**src/rtl/core/csgs_pkg.sv**
```systemverilog
`timescale 1ns / 1ps

package csgs_pkg;

   localparam int DEPTH  = 64;
   localparam int ADDR_W = $clog2(DEPTH);
   localparam int CNT_W  = $clog2(DEPTH + 1);
   localparam int PROD_W = 16 + CNT_W;

   localparam int VALUE_W     = 32;
   localparam int COUNT_W     = 7;
   localparam int STATUS_W    = 3;
   localparam int REQ_TYPE_W  = 2;
   localparam int RSP_W       = VALUE_W + COUNT_W + STATUS_W;
   localparam int RSP_TDATA_W = ((RSP_W + 7) / 8) * 8;

   localparam logic [31:0] POISON_WORD = 32'hFEEEDACE;
   localparam logic [15:0] CK_MOD      = 16'd65521;

   localparam logic [REQ_TYPE_W-1:0] REQ_PUSH  = 2'd0;
   localparam logic [REQ_TYPE_W-1:0] REQ_POP   = 2'd1;
   localparam logic [REQ_TYPE_W-1:0] REQ_PEEK  = 2'd2;
   localparam logic [REQ_TYPE_W-1:0] REQ_CHECK = 2'd3;

   localparam logic [STATUS_W-1:0] STS_OK     = 3'd0;
   localparam logic [STATUS_W-1:0] STS_FULL   = 3'd1;
   localparam logic [STATUS_W-1:0] STS_EMPTY  = 3'd2;
   localparam logic [STATUS_W-1:0] STS_POISON = 3'd3;
   localparam logic [STATUS_W-1:0] STS_SUM    = 3'd4;

   typedef struct packed {
      logic [REQ_TYPE_W-1:0] op;
      logic [VALUE_W-1:0]    value;
   } item_type;

   typedef struct packed {
      logic [STATUS_W-1:0] status;
      logic [COUNT_W-1:0]  count;
      logic [VALUE_W-1:0]  data_out;
   } rsp_type;

   // Reduces a 32-bit word modulo 65521, using 2^16 = 15 (mod 65521).
   function automatic logic [15:0] ck_fold(input logic [31:0] x);
      logic [20:0] f1;
      logic [16:0] f2;
      f1 = {5'd0, x[15:0]} + ({5'd0, x[31:16]} << 4) - {5'd0, x[31:16]};
      f2 = {1'b0, f1[15:0]} + ({12'd0, f1[20:16]} << 4) - {12'd0, f1[20:16]};
      if (f2 >= {1'b0, CK_MOD}) begin
         ck_fold = 16'(f2 - {1'b0, CK_MOD});
      end else begin
         ck_fold = f2[15:0];
      end
   endfunction

endpackage

```
**src/rtl/core/csgs_front.sv**
```systemverilog
`timescale 1ns / 1ps

module csgs_front import csgs_pkg::*; (
   input  logic                  clock,
   input  logic                  reset,
   input  logic                  req_tvalid,
   output logic                  req_tready,
   input  logic [VALUE_W-1:0]    req_tdata,   // value
   input  logic [REQ_TYPE_W-1:0] req_tuser,   // req_type
   output logic                  out_valid,
   output item_type              out_item,
   input  logic                  out_ready
);

   logic     f_vld_ff, f_vld_in;
   item_type f_item_ff, f_item_in;
   item_type classified;

   // The pushed word matters only for a push; other requests carry zero.
   always_comb begin
      classified.op    = req_tuser;
      classified.value = (req_tuser == REQ_PUSH) ? req_tdata : '0;
   end

   assign req_tready = !f_vld_ff || out_ready;
   assign out_valid  = f_vld_ff;
   assign out_item   = f_item_ff;

   always_comb begin
      f_vld_in  = f_vld_ff;
      f_item_in = f_item_ff;
      if (req_tvalid && req_tready) begin
         f_vld_in  = 1'b1;
         f_item_in = classified;
      end else if (out_ready) begin
         f_vld_in = 1'b0;
      end
   end

   always_ff @(posedge clock) begin
      if (reset) begin
         f_vld_ff <= 1'b0;
      end else begin
         f_vld_ff <= f_vld_in;
      end
   end

   always_ff @(posedge clock) begin
      f_item_ff <= f_item_in;
   end

endmodule

```
**src/rtl/core/csgs_queue.sv**
```systemverilog
`timescale 1ns / 1ps

module csgs_queue import csgs_pkg::*; (
   input  logic     clock,
   input  logic     reset,
   input  logic     in_valid,
   input  item_type in_item,
   output logic     in_ready,
   output logic     out_valid,
   output item_type out_item,
   input  logic     out_ready
);

   item_type   q_mem_ff [2];
   logic       wr_ptr_ff, wr_ptr_in;
   logic       rd_ptr_ff, rd_ptr_in;
   logic [1:0] fill_ff, fill_in;
   logic       do_push, do_pop;

   assign in_ready  = (fill_ff != 2'd2);
   assign out_valid = (fill_ff != 2'd0);
   assign out_item  = q_mem_ff[rd_ptr_ff];
   assign do_push   = in_valid && in_ready;
   assign do_pop    = out_valid && out_ready;

   always_comb begin
      wr_ptr_in = do_push ? !wr_ptr_ff : wr_ptr_ff;
      rd_ptr_in = do_pop ? !rd_ptr_ff : rd_ptr_ff;
      fill_in   = fill_ff;
      if (do_push && !do_pop) begin
         fill_in = fill_ff + 2'd1;
      end else if (do_pop && !do_push) begin
         fill_in = fill_ff - 2'd1;
      end
   end

   always_ff @(posedge clock) begin
      if (reset) begin
         wr_ptr_ff <= 1'b0;
         rd_ptr_ff <= 1'b0;
         fill_ff   <= 2'd0;
      end else begin
         wr_ptr_ff <= wr_ptr_in;
         rd_ptr_ff <= rd_ptr_in;
         fill_ff   <= fill_in;
      end
   end

   always_ff @(posedge clock) begin
      if (do_push) begin
         q_mem_ff[wr_ptr_ff] <= in_item;
      end
   end

endmodule

```
**src/rtl/core/csgs_back.sv**
```systemverilog
`timescale 1ns / 1ps

module csgs_back import csgs_pkg::*; (
   input  logic                   clock,
   input  logic                   reset,
   input  logic                   q_valid,
   input  item_type               q_item,
   output logic                   q_ready,
   output logic                   rsp_tvalid,
   output logic [RSP_TDATA_W-1:0] rsp_tdata,
   input  logic                   rsp_tready
);

   localparam logic [2:0] S_IDLE  = 3'd0;
   localparam logic [2:0] S_EXEC  = 3'd1;
   localparam logic [2:0] S_SUM   = 3'd2;
   localparam logic [2:0] S_WRD   = 3'd3;
   localparam logic [2:0] S_WMUL  = 3'd4;
   localparam logic [2:0] S_WACC  = 3'd5;
   localparam logic [2:0] S_WDONE = 3'd6;

   function automatic logic [15:0] mod_add(input logic [15:0] a, input logic [15:0] b);
      logic [16:0] s;
      s = {1'b0, a} + {1'b0, b};
      if (s >= {1'b0, CK_MOD}) begin
         mod_add = 16'(s - {1'b0, CK_MOD});
      end else begin
         mod_add = s[15:0];
      end
   endfunction

   function automatic logic [15:0] mod_sub(input logic [15:0] a, input logic [15:0] b);
      if (a >= b) begin
         mod_sub = a - b;
      end else begin
         mod_sub = 16'({1'b0, a} + {1'b0, CK_MOD} - {1'b0, b});
      end
   endfunction

   logic [2:0]            state_ff, state_in;
   logic [REQ_TYPE_W-1:0] op_ff, op_in;
   logic [VALUE_W-1:0]    val_ff, val_in;
   logic [VALUE_W-1:0]    data_ff, data_in;
   logic [PROD_W-1:0]     prod_ff, prod_in;
   logic [CNT_W-1:0]      cnt_ff, cnt_in;
   logic [15:0]           sum_ff, sum_in;
   logic [CNT_W-1:0]      idx_ff, idx_in;
   logic [15:0]           acc_ff, acc_in;
   logic                  bad_ff, bad_in;
   logic                  rsp_vld_ff, rsp_vld_in;
   rsp_type               rsp_ff, rsp_in;

   logic [VALUE_W-1:0]    mem [DEPTH];
   logic [DEPTH-1:0]      vld_ff;
   logic [VALUE_W-1:0]    rd_data_ff;
   logic                  rd_vld_ff;
   logic                  wr_en;
   logic [ADDR_W-1:0]     wr_addr;
   logic [VALUE_W-1:0]    wr_data;
   logic [ADDR_W-1:0]     rd_addr;

   logic                  out_free;
   logic                  emit;
   rsp_type               emit_rsp;
   logic [CNT_W-1:0]      cnt_inc, cnt_dec, idx_inc;
   logic [ADDR_W-1:0]     top_addr;
   logic [VALUE_W-1:0]    rd_word;
   logic [VALUE_W-1:0]    mul_src;
   logic [CNT_W-1:0]      mul_pos;
   logic [PROD_W-1:0]     prod_calc;
   logic [15:0]           term;
   logic                  in_used;
   logic                  is_full, is_empty;

   assign out_free  = !rsp_vld_ff || rsp_tready;
   assign cnt_inc   = cnt_ff + CNT_W'(1);
   assign cnt_dec   = cnt_ff - CNT_W'(1);
   assign idx_inc   = idx_ff + CNT_W'(1);
   assign top_addr  = cnt_dec[ADDR_W-1:0];
   assign is_full   = (cnt_ff == CNT_W'(DEPTH));
   assign is_empty  = (cnt_ff == '0);
   assign in_used   = (idx_ff < cnt_ff);
   // A slot never written since reset reads as poison through its cleared valid bit.
   assign rd_word   = rd_vld_ff ? rd_data_ff : POISON_WORD;
   assign term      = ck_fold(32'(prod_ff));

   // One multiplier serves the push, pop and walk terms.
   always_comb begin
      if (state_ff == S_EXEC && op_ff == REQ_PUSH) begin
         mul_src = val_ff;
         mul_pos = cnt_inc;
      end else if (state_ff == S_WMUL) begin
         mul_src = rd_word;
         mul_pos = idx_inc;
      end else begin
         mul_src = rd_word;
         mul_pos = cnt_ff;
      end
      prod_calc = PROD_W'(ck_fold(mul_src)) * PROD_W'(mul_pos);
   end

   always_comb begin
      state_in = state_ff;
      op_in    = op_ff;
      val_in   = val_ff;
      data_in  = data_ff;
      prod_in  = prod_ff;
      cnt_in   = cnt_ff;
      sum_in   = sum_ff;
      idx_in   = idx_ff;
      acc_in   = acc_ff;
      bad_in   = bad_ff;
      q_ready  = 1'b0;
      wr_en    = 1'b0;
      wr_addr  = top_addr;
      wr_data  = POISON_WORD;
      rd_addr  = top_addr;
      emit     = 1'b0;
      emit_rsp.data_out = '0;
      emit_rsp.count    = COUNT_W'(cnt_ff);
      emit_rsp.status   = STS_OK;

      case (state_ff)
         S_IDLE: begin
            q_ready = 1'b1;
            if (q_valid) begin
               op_in  = q_item.op;
               val_in = q_item.value;
               if (q_item.op == REQ_CHECK) begin
                  idx_in   = '0;
                  acc_in   = '0;
                  bad_in   = 1'b0;
                  state_in = S_WRD;
               end else begin
                  state_in = S_EXEC;
               end
            end
         end
         S_EXEC: begin
            case (op_ff)
               REQ_PUSH: begin
                  if (is_full) begin
                     emit_rsp.status = STS_FULL;
                     if (out_free) begin
                        emit     = 1'b1;
                        state_in = S_IDLE;
                     end
                  end else begin
                     wr_en    = 1'b1;
                     wr_addr  = cnt_ff[ADDR_W-1:0];
                     wr_data  = val_ff;
                     data_in  = '0;
                     prod_in  = prod_calc;
                     cnt_in   = cnt_inc;
                     state_in = S_SUM;
                  end
               end
               REQ_POP: begin
                  if (is_empty) begin
                     emit_rsp.status = STS_EMPTY;
                     if (out_free) begin
                        emit     = 1'b1;
                        state_in = S_IDLE;
                     end
                  end else begin
                     wr_en    = 1'b1;
                     data_in  = rd_word;
                     prod_in  = prod_calc;
                     cnt_in   = cnt_dec;
                     state_in = S_SUM;
                  end
               end
               REQ_PEEK: begin
                  emit_rsp.status   = is_empty ? STS_EMPTY : STS_OK;
                  emit_rsp.data_out = is_empty ? '0 : rd_word;
                  if (out_free) begin
                     emit     = 1'b1;
                     state_in = S_IDLE;
                  end
               end
               default: begin
                  state_in = S_IDLE;
               end
            endcase
         end
         S_SUM: begin
            emit_rsp.data_out = data_ff;
            if (out_free) begin
               emit     = 1'b1;
               sum_in   = (op_ff == REQ_PUSH) ? mod_add(sum_ff, term) : mod_sub(sum_ff, term);
               state_in = S_IDLE;
            end
         end
         S_WRD: begin
            rd_addr  = idx_ff[ADDR_W-1:0];
            state_in = S_WMUL;
         end
         S_WMUL: begin
            if (in_used) begin
               prod_in = prod_calc;
            end else if (rd_word != POISON_WORD) begin
               bad_in = 1'b1;
            end
            state_in = S_WACC;
         end
         S_WACC: begin
            if (in_used) begin
               acc_in = mod_add(acc_ff, term);
            end
            // The next slot's read is issued here so it lands in S_WMUL.
            rd_addr = idx_inc[ADDR_W-1:0];
            idx_in  = idx_inc;
            if (idx_ff == CNT_W'(DEPTH - 1)) begin
               state_in = S_WDONE;
            end else begin
               state_in = S_WMUL;
            end
         end
         S_WDONE: begin
            // Damaged poison outranks a checksum mismatch.
            if (bad_ff) begin
               emit_rsp.status = STS_POISON;
            end else if (acc_ff != sum_ff) begin
               emit_rsp.status = STS_SUM;
            end
            if (out_free) begin
               emit     = 1'b1;
               state_in = S_IDLE;
            end
         end
         default: begin
            state_in = S_IDLE;
         end
      endcase
   end

   always_comb begin
      rsp_vld_in = rsp_vld_ff;
      rsp_in     = rsp_ff;
      if (emit) begin
         rsp_vld_in = 1'b1;
         rsp_in     = emit_rsp;
      end else if (rsp_tready) begin
         rsp_vld_in = 1'b0;
      end
   end

   assign rsp_tvalid = rsp_vld_ff;
   assign rsp_tdata  = {{(RSP_TDATA_W - RSP_W){1'b0}}, rsp_ff};

   always_ff @(posedge clock) begin
      if (reset) begin
         state_ff   <= S_IDLE;
         cnt_ff     <= '0;
         sum_ff     <= '0;
         rsp_vld_ff <= 1'b0;
      end else begin
         state_ff   <= state_in;
         cnt_ff     <= cnt_in;
         sum_ff     <= sum_in;
         rsp_vld_ff <= rsp_vld_in;
      end
   end

   always_ff @(posedge clock) begin
      op_ff   <= op_in;
      val_ff  <= val_in;
      data_ff <= data_in;
      prod_ff <= prod_in;
      idx_ff  <= idx_in;
      acc_ff  <= acc_in;
      bad_ff  <= bad_in;
      rsp_ff  <= rsp_in;
   end

   always_ff @(posedge clock) begin
      if (wr_en) begin
         mem[wr_addr] <= wr_data;
      end
      rd_data_ff <= mem[rd_addr];
   end

   always_ff @(posedge clock) begin
      if (reset) begin
         vld_ff    <= '0;
         rd_vld_ff <= 1'b0;
      end else begin
         if (wr_en) begin
            vld_ff[wr_addr] <= 1'b1;
         end
         rd_vld_ff <= vld_ff[rd_addr];
      end
   end

endmodule

```
**src/rtl/core/checksummed_guarded_stack_core.sv**
```systemverilog
`timescale 1ns / 1ps

// A 64-word LIFO stack that guards its own integrity with a running checksum
// (sum of 1-based position times value, modulo 65521) and a poison word in
// every unused slot. Each request transaction (push, pop, peek or check)
// returns exactly one response transaction carrying the popped or peeked
// word, the entry count after the request and a status code. A front stage
// and a two-entry queue take requests while the back end works, so the input
// side stalls only once three requests are waiting. The back end owns a
// stack memory with one write port and one registered read port. Push and pop
// write it and update the checksum; peek and the full or empty refusals answer
// from the execute state; a check reads, weights and sums every slot in turn.
// There is no clearing pass after reset; per-slot valid bits make unwritten
// slots read as poison, so requests are taken from the first cycle after reset.
module checksummed_guarded_stack_core import csgs_pkg::*; (
   input  logic                   clock,
   input  logic                   reset,
   input  logic                   req_tvalid,
   output logic                   req_tready,
   input  logic [VALUE_W-1:0]     req_tdata,   // value
   input  logic [REQ_TYPE_W-1:0]  req_tuser,   // req_type
   output logic                   rsp_tvalid,
   input  logic                   rsp_tready,
   output logic [RSP_TDATA_W-1:0] rsp_tdata    // data_out, count, status, zero fill
);

   logic     f_valid, f_ready;
   item_type f_item;
   logic     q_valid, q_ready;
   item_type q_item;
   rsp_type  rsp_view;

   csgs_front u_front (
      .clock      (clock),
      .reset      (reset),
      .req_tvalid (req_tvalid),
      .req_tready (req_tready),
      .req_tdata  (req_tdata),
      .req_tuser  (req_tuser),
      .out_valid  (f_valid),
      .out_item   (f_item),
      .out_ready  (f_ready)
   );

   csgs_queue u_queue (
      .clock     (clock),
      .reset     (reset),
      .in_valid  (f_valid),
      .in_item   (f_item),
      .in_ready  (f_ready),
      .out_valid (q_valid),
      .out_item  (q_item),
      .out_ready (q_ready)
   );

   csgs_back u_back (
      .clock      (clock),
      .reset      (reset),
      .q_valid    (q_valid),
      .q_item     (q_item),
      .q_ready    (q_ready),
      .rsp_tvalid (rsp_tvalid),
      .rsp_tdata  (rsp_tdata),
      .rsp_tready (rsp_tready)
   );

   assign rsp_view = rsp_type'(rsp_tdata[RSP_W-1:0]);

   a_count_bound: assert property (@(posedge clock) disable iff (reset)
      rsp_tvalid |-> (rsp_view.count <= COUNT_W'(DEPTH)))
      else $error("response count exceeds the stack depth");

   a_full_at_depth: assert property (@(posedge clock) disable iff (reset)
      (rsp_tvalid && rsp_view.status == STS_FULL) |->
         (rsp_view.count == COUNT_W'(DEPTH) && rsp_view.data_out == '0))
      else $error("full status reported below depth");

   a_empty_at_zero: assert property (@(posedge clock) disable iff (reset)
      (rsp_tvalid && rsp_view.status == STS_EMPTY) |->
         (rsp_view.count == '0 && rsp_view.data_out == '0))
      else $error("empty status reported with entries present");

   // Nothing outside the block can touch the memory, so a check must pass.
   a_check_clean: assert property (@(posedge clock) disable iff (reset)
      rsp_tvalid |-> (rsp_view.status != STS_POISON && rsp_view.status != STS_SUM))
      else $error("integrity check failed on internal state");

endmodule
```
**config.mk**
```make
export PLATFORM = sky130hd
export DESIGN_NAME = checksummed_guarded_stack_core
export DESIGN_NICKNAME = d
export VERILOG_FILES = /design/src/rtl/core/csgs_pkg.sv /design/src/rtl/core/csgs_front.sv /design/src/rtl/core/csgs_queue.sv /design/src/rtl/core/csgs_back.sv /design/src/rtl/core/checksummed_guarded_stack_core.sv
export SDC_FILE = /design/constraint.sdc
export NUM_CORES = 2
export LEC_CHECK = 0
export BUFFER_PORTS_ARGS = -buffer_cell sky130_fd_sc_hd__buf_4
export CAP_MARGIN = 0
export CORE_UTILIZATION = 30
export CTS_BUF_LIST = sky130_fd_sc_hd__clkbuf_4
export DETAILED_ROUTE_END_ITERATION = 10
export PLACE_DENSITY_LB_ADDON = 0.2
export SLEW_MARGIN = 20
export SYNTH_ARGS = -nofsm -noshare
export SYNTH_HDL_FRONTEND = slang
export SYNTH_SLANG_ARGS = --single-unit
```
**constraint.sdc**
```tcl
create_clock -name clock -period 22.9 [get_ports clock]
set_input_delay 1.145 -clock clock [delete_from_list [all_inputs] [get_ports clock]]
set_output_delay 1.145 -clock clock [all_outputs]
set_load 0.05 [all_outputs]
```
==> flow_summary.toml <==
[status]
status = "completed"

[die]
die_w_um = 604.3
coreArea_mm2 = 0.3600
start_util_pct = 30.22
rows = 220
die_y_um = 604.3
dieArea_mm2 = 0.3651
num_io_pins = 88

[routing]
vias = 75228
drtAntennaViolNets = 0
wl_per_cell_um = 23.71
drtPass1Iterations = 6
drt-initial-drc-count = 6518
viasPerCell = 5.077
drc_errors = 0
drt_wl_total_um = 351300

[cts]
clock_sinks = 2435
cts_tree = "done"
cts_max_level = 6
clkTransAtPathRegs_ps = 60
clkLatencyLatePin_ps = 1560
cts_buffers = 663
cts_setup_buffers = 0
postCtsResizedCells = 0
cts.path.max_buffers = 4
cts_hold_buf = 39
root_buffer = "clkbuf_4"

[synthesis]
yosysSeqAreaShare_pct = 66.00
synthesis.area_mm2 = 0.1088
synth_edf_count = 2305
ys_types = 89
synth.avg_cell_area_um2 = 11.99
yosysWarningCount = 0
synth-seq-cells = 2435
syn-instance-count = 9074
ys.flop_type = "edfxtp_1"
async_flop_share_pct = 0

[sta]
max_freq_mhz = 68.50
clock_skew_ps = 125.6
setup_violations = 0
tightest_slew_ps = 1210
slew_headroom_pct = 18.82
rsz0062_at_grt = "no"
hold_viol = 0
finalSetupTns_ps = 0
finalMaxSlewViolations = 0
finalCritPeriodShare_pct = 63.75
finalCriticalPeriod_ps = 14600

[setup_path]
end_kind = "register"
path_buf_inv = 7
cp_data_arrival_time_ps = 15790
required_ps = 24090
cp_top_family = "compound AO/OA/AOI/OAI gates"
worst-path-stages = 50
crit_path_start_kind = "register"
cpPeakStageDelay_ps = 690
r2r_cells = 50
cp_max_fo = 41
worstSetupPathType = "reg -> reg"
slowest_stage = "o311ai_1"

[final_layout]
area_delta_synth_final_pct = 14.86
layout_commonest_cell = "edfxtp_1"
nets = 9869
final_cell_mix = "edfxtp_1, nand2_1, clkbuf_4"
drive_above_1_share_pct = 15.96

[min_path]
hold_class = "in -> reg"
whs_path_depth = 2

[global_routing]
grt-ovfl-total = 0
grt_usage_pct = 18.76
antenna_found_initial = 24
grt_pass1_vias = 75408
grt_pass1_wl_um = 508900
grt_max_degree = 159

[job]
cap_violations = 0

[placement]
place_hpwl_um = 199200
port_buffers = 81
place.gp.congestion = 0.8504
==> synth_stat cells (all sizes together) (15+ instances only) <==
library cell	count	area, um^2
a211oi	120	900.9
a21o	53	397.9
a21oi	279	1396
a311oi	401	3512
a31oi	148	925.9
and2	51	319.1
and3	310	1939
buf	36	167.7
clkbuf	531	1993
dfxtp	130	2603
edfxtp	2305	69220
fa	93	1862
ha	221	2765
inv	241	904.6
mux2	38	431.7
nand2	2271	8524
nand2b	52	325.3
nand3	582	2913
nand4	21	131.4
nor2	329	1235
nor2b	71	444.2
nor3	62	341.6
nor4	19	148.9
o21a	97	728.2
o21ai	125	629.4
o21bai	15	112.6
or2	26	162.7
or3	38	237.7
xnor2	140	1226
xor2	74	648.1
==> final timing paths <==
| path | startpoint | to | slack [ps] |
|---|---|---|---|
| setup / recovery | u_back.state_ff[1]$_SDFFE_PP0P_ | u_back.prod_ff[22]$_DFFE_PP_ | 8300 |
| hold / removal | req_tuser[0] | u_front.out_item[32]$_DFFE_PP_ | 430 |
| hold reg to reg | u_front.out_item[4]$_SDFFCE_PP0P_ | u_queue.q_mem_ff[1][4]$_DFFE_PP_ | 440 |
| setup reg to reg | u_back.state_ff[1]$_SDFFE_PP0P_ | u_back.prod_ff[22]$_DFFE_PP_ | 8300 |
==> flip-flops by register name, indices dropped and copies added (netlist names), 2 cells and up, named ones only <==
name and flops:
u_back.rd_data_ff 32, u_back.cnt_ff 7, u_back.acc_ff 16, u_back.state_ff 3, u_back.data_ff 32, u_back.idx_ff 7
u_queue.fill_ff 2, u_back.sum_ff 16, u_back.op_ff 2, u_back.prod_ff 23, u_back.vld_ff 64, u_back.mem 2048
u_queue.q_mem_ff 68, u_back.rsp_tdata 42, u_front.out_item 34, u_back.val_ff 32
==> logic make-up (layout without fill, tap and decap cells) <==
group	Yosys count	in the layout	share of synthesized area, %
AO/OA/AOI/OAI	1386	1386	9.096
flip-flops	2435	2435	66.00
other	1	13	0.003446
multiplexers	48	48	0.4887
adder cells (fa/ha/maj)	314	314	4.252
AND/OR/NAND/NOR	3864	3864	15.61
buffers and inverters	812	1771	2.831
XOR/XNOR	214	214	1.722
==> through the flow <==
| step | area [um^2] | hold WS, ps | setup slack, ps | instances | utilization (%) |
|---|---|---|---|---|---|
| final | 125000 | 431.8 | 8301 | 14818 | 34.72 |
| after global routing | 125000 | 257.6 | 7313 | 14816 | 34.71 |
| after CTS | 124900 | 195.4 | 8421 | 14810 | 34.70 |
| after detailed placement | 115800 | 429.7 | 8555 | 13585 | 32.15 |
| after global placement | 115700 | 431.0 | 8621 | 13585 | 32.14 |
| after floorplan | 108800 | 406.4 | 10790 | 9079 | - |
==> per-layer routing <==
layer  wire, um  part of all wire [%]  track usage [%]  vias to the layer above
met5         57                 0.016                0                        -
met4      10900                   3.1            6.356                       10
met3      22150                   6.3            3.683                      566
met2     165900                    47            31.06                     2313
met1     152300                    43            24.50                    37809
li1           -                     -                -                    34530
==> cell type report <==
class	count	area [um^2]
antenna	7	17.52
multi-input combinational	5832	34690
tap	4773	5972
clock inverter	166	1130
clock buffer	1020	7657
fill	35661	235100
timing repair buffer	340	2783
inverter	245	919.6
sequential	2435	71820
Power is left out: the tool's default activity adds up to more than one toggle a clock period on the data nets, which glitch-free logic cannot reach.
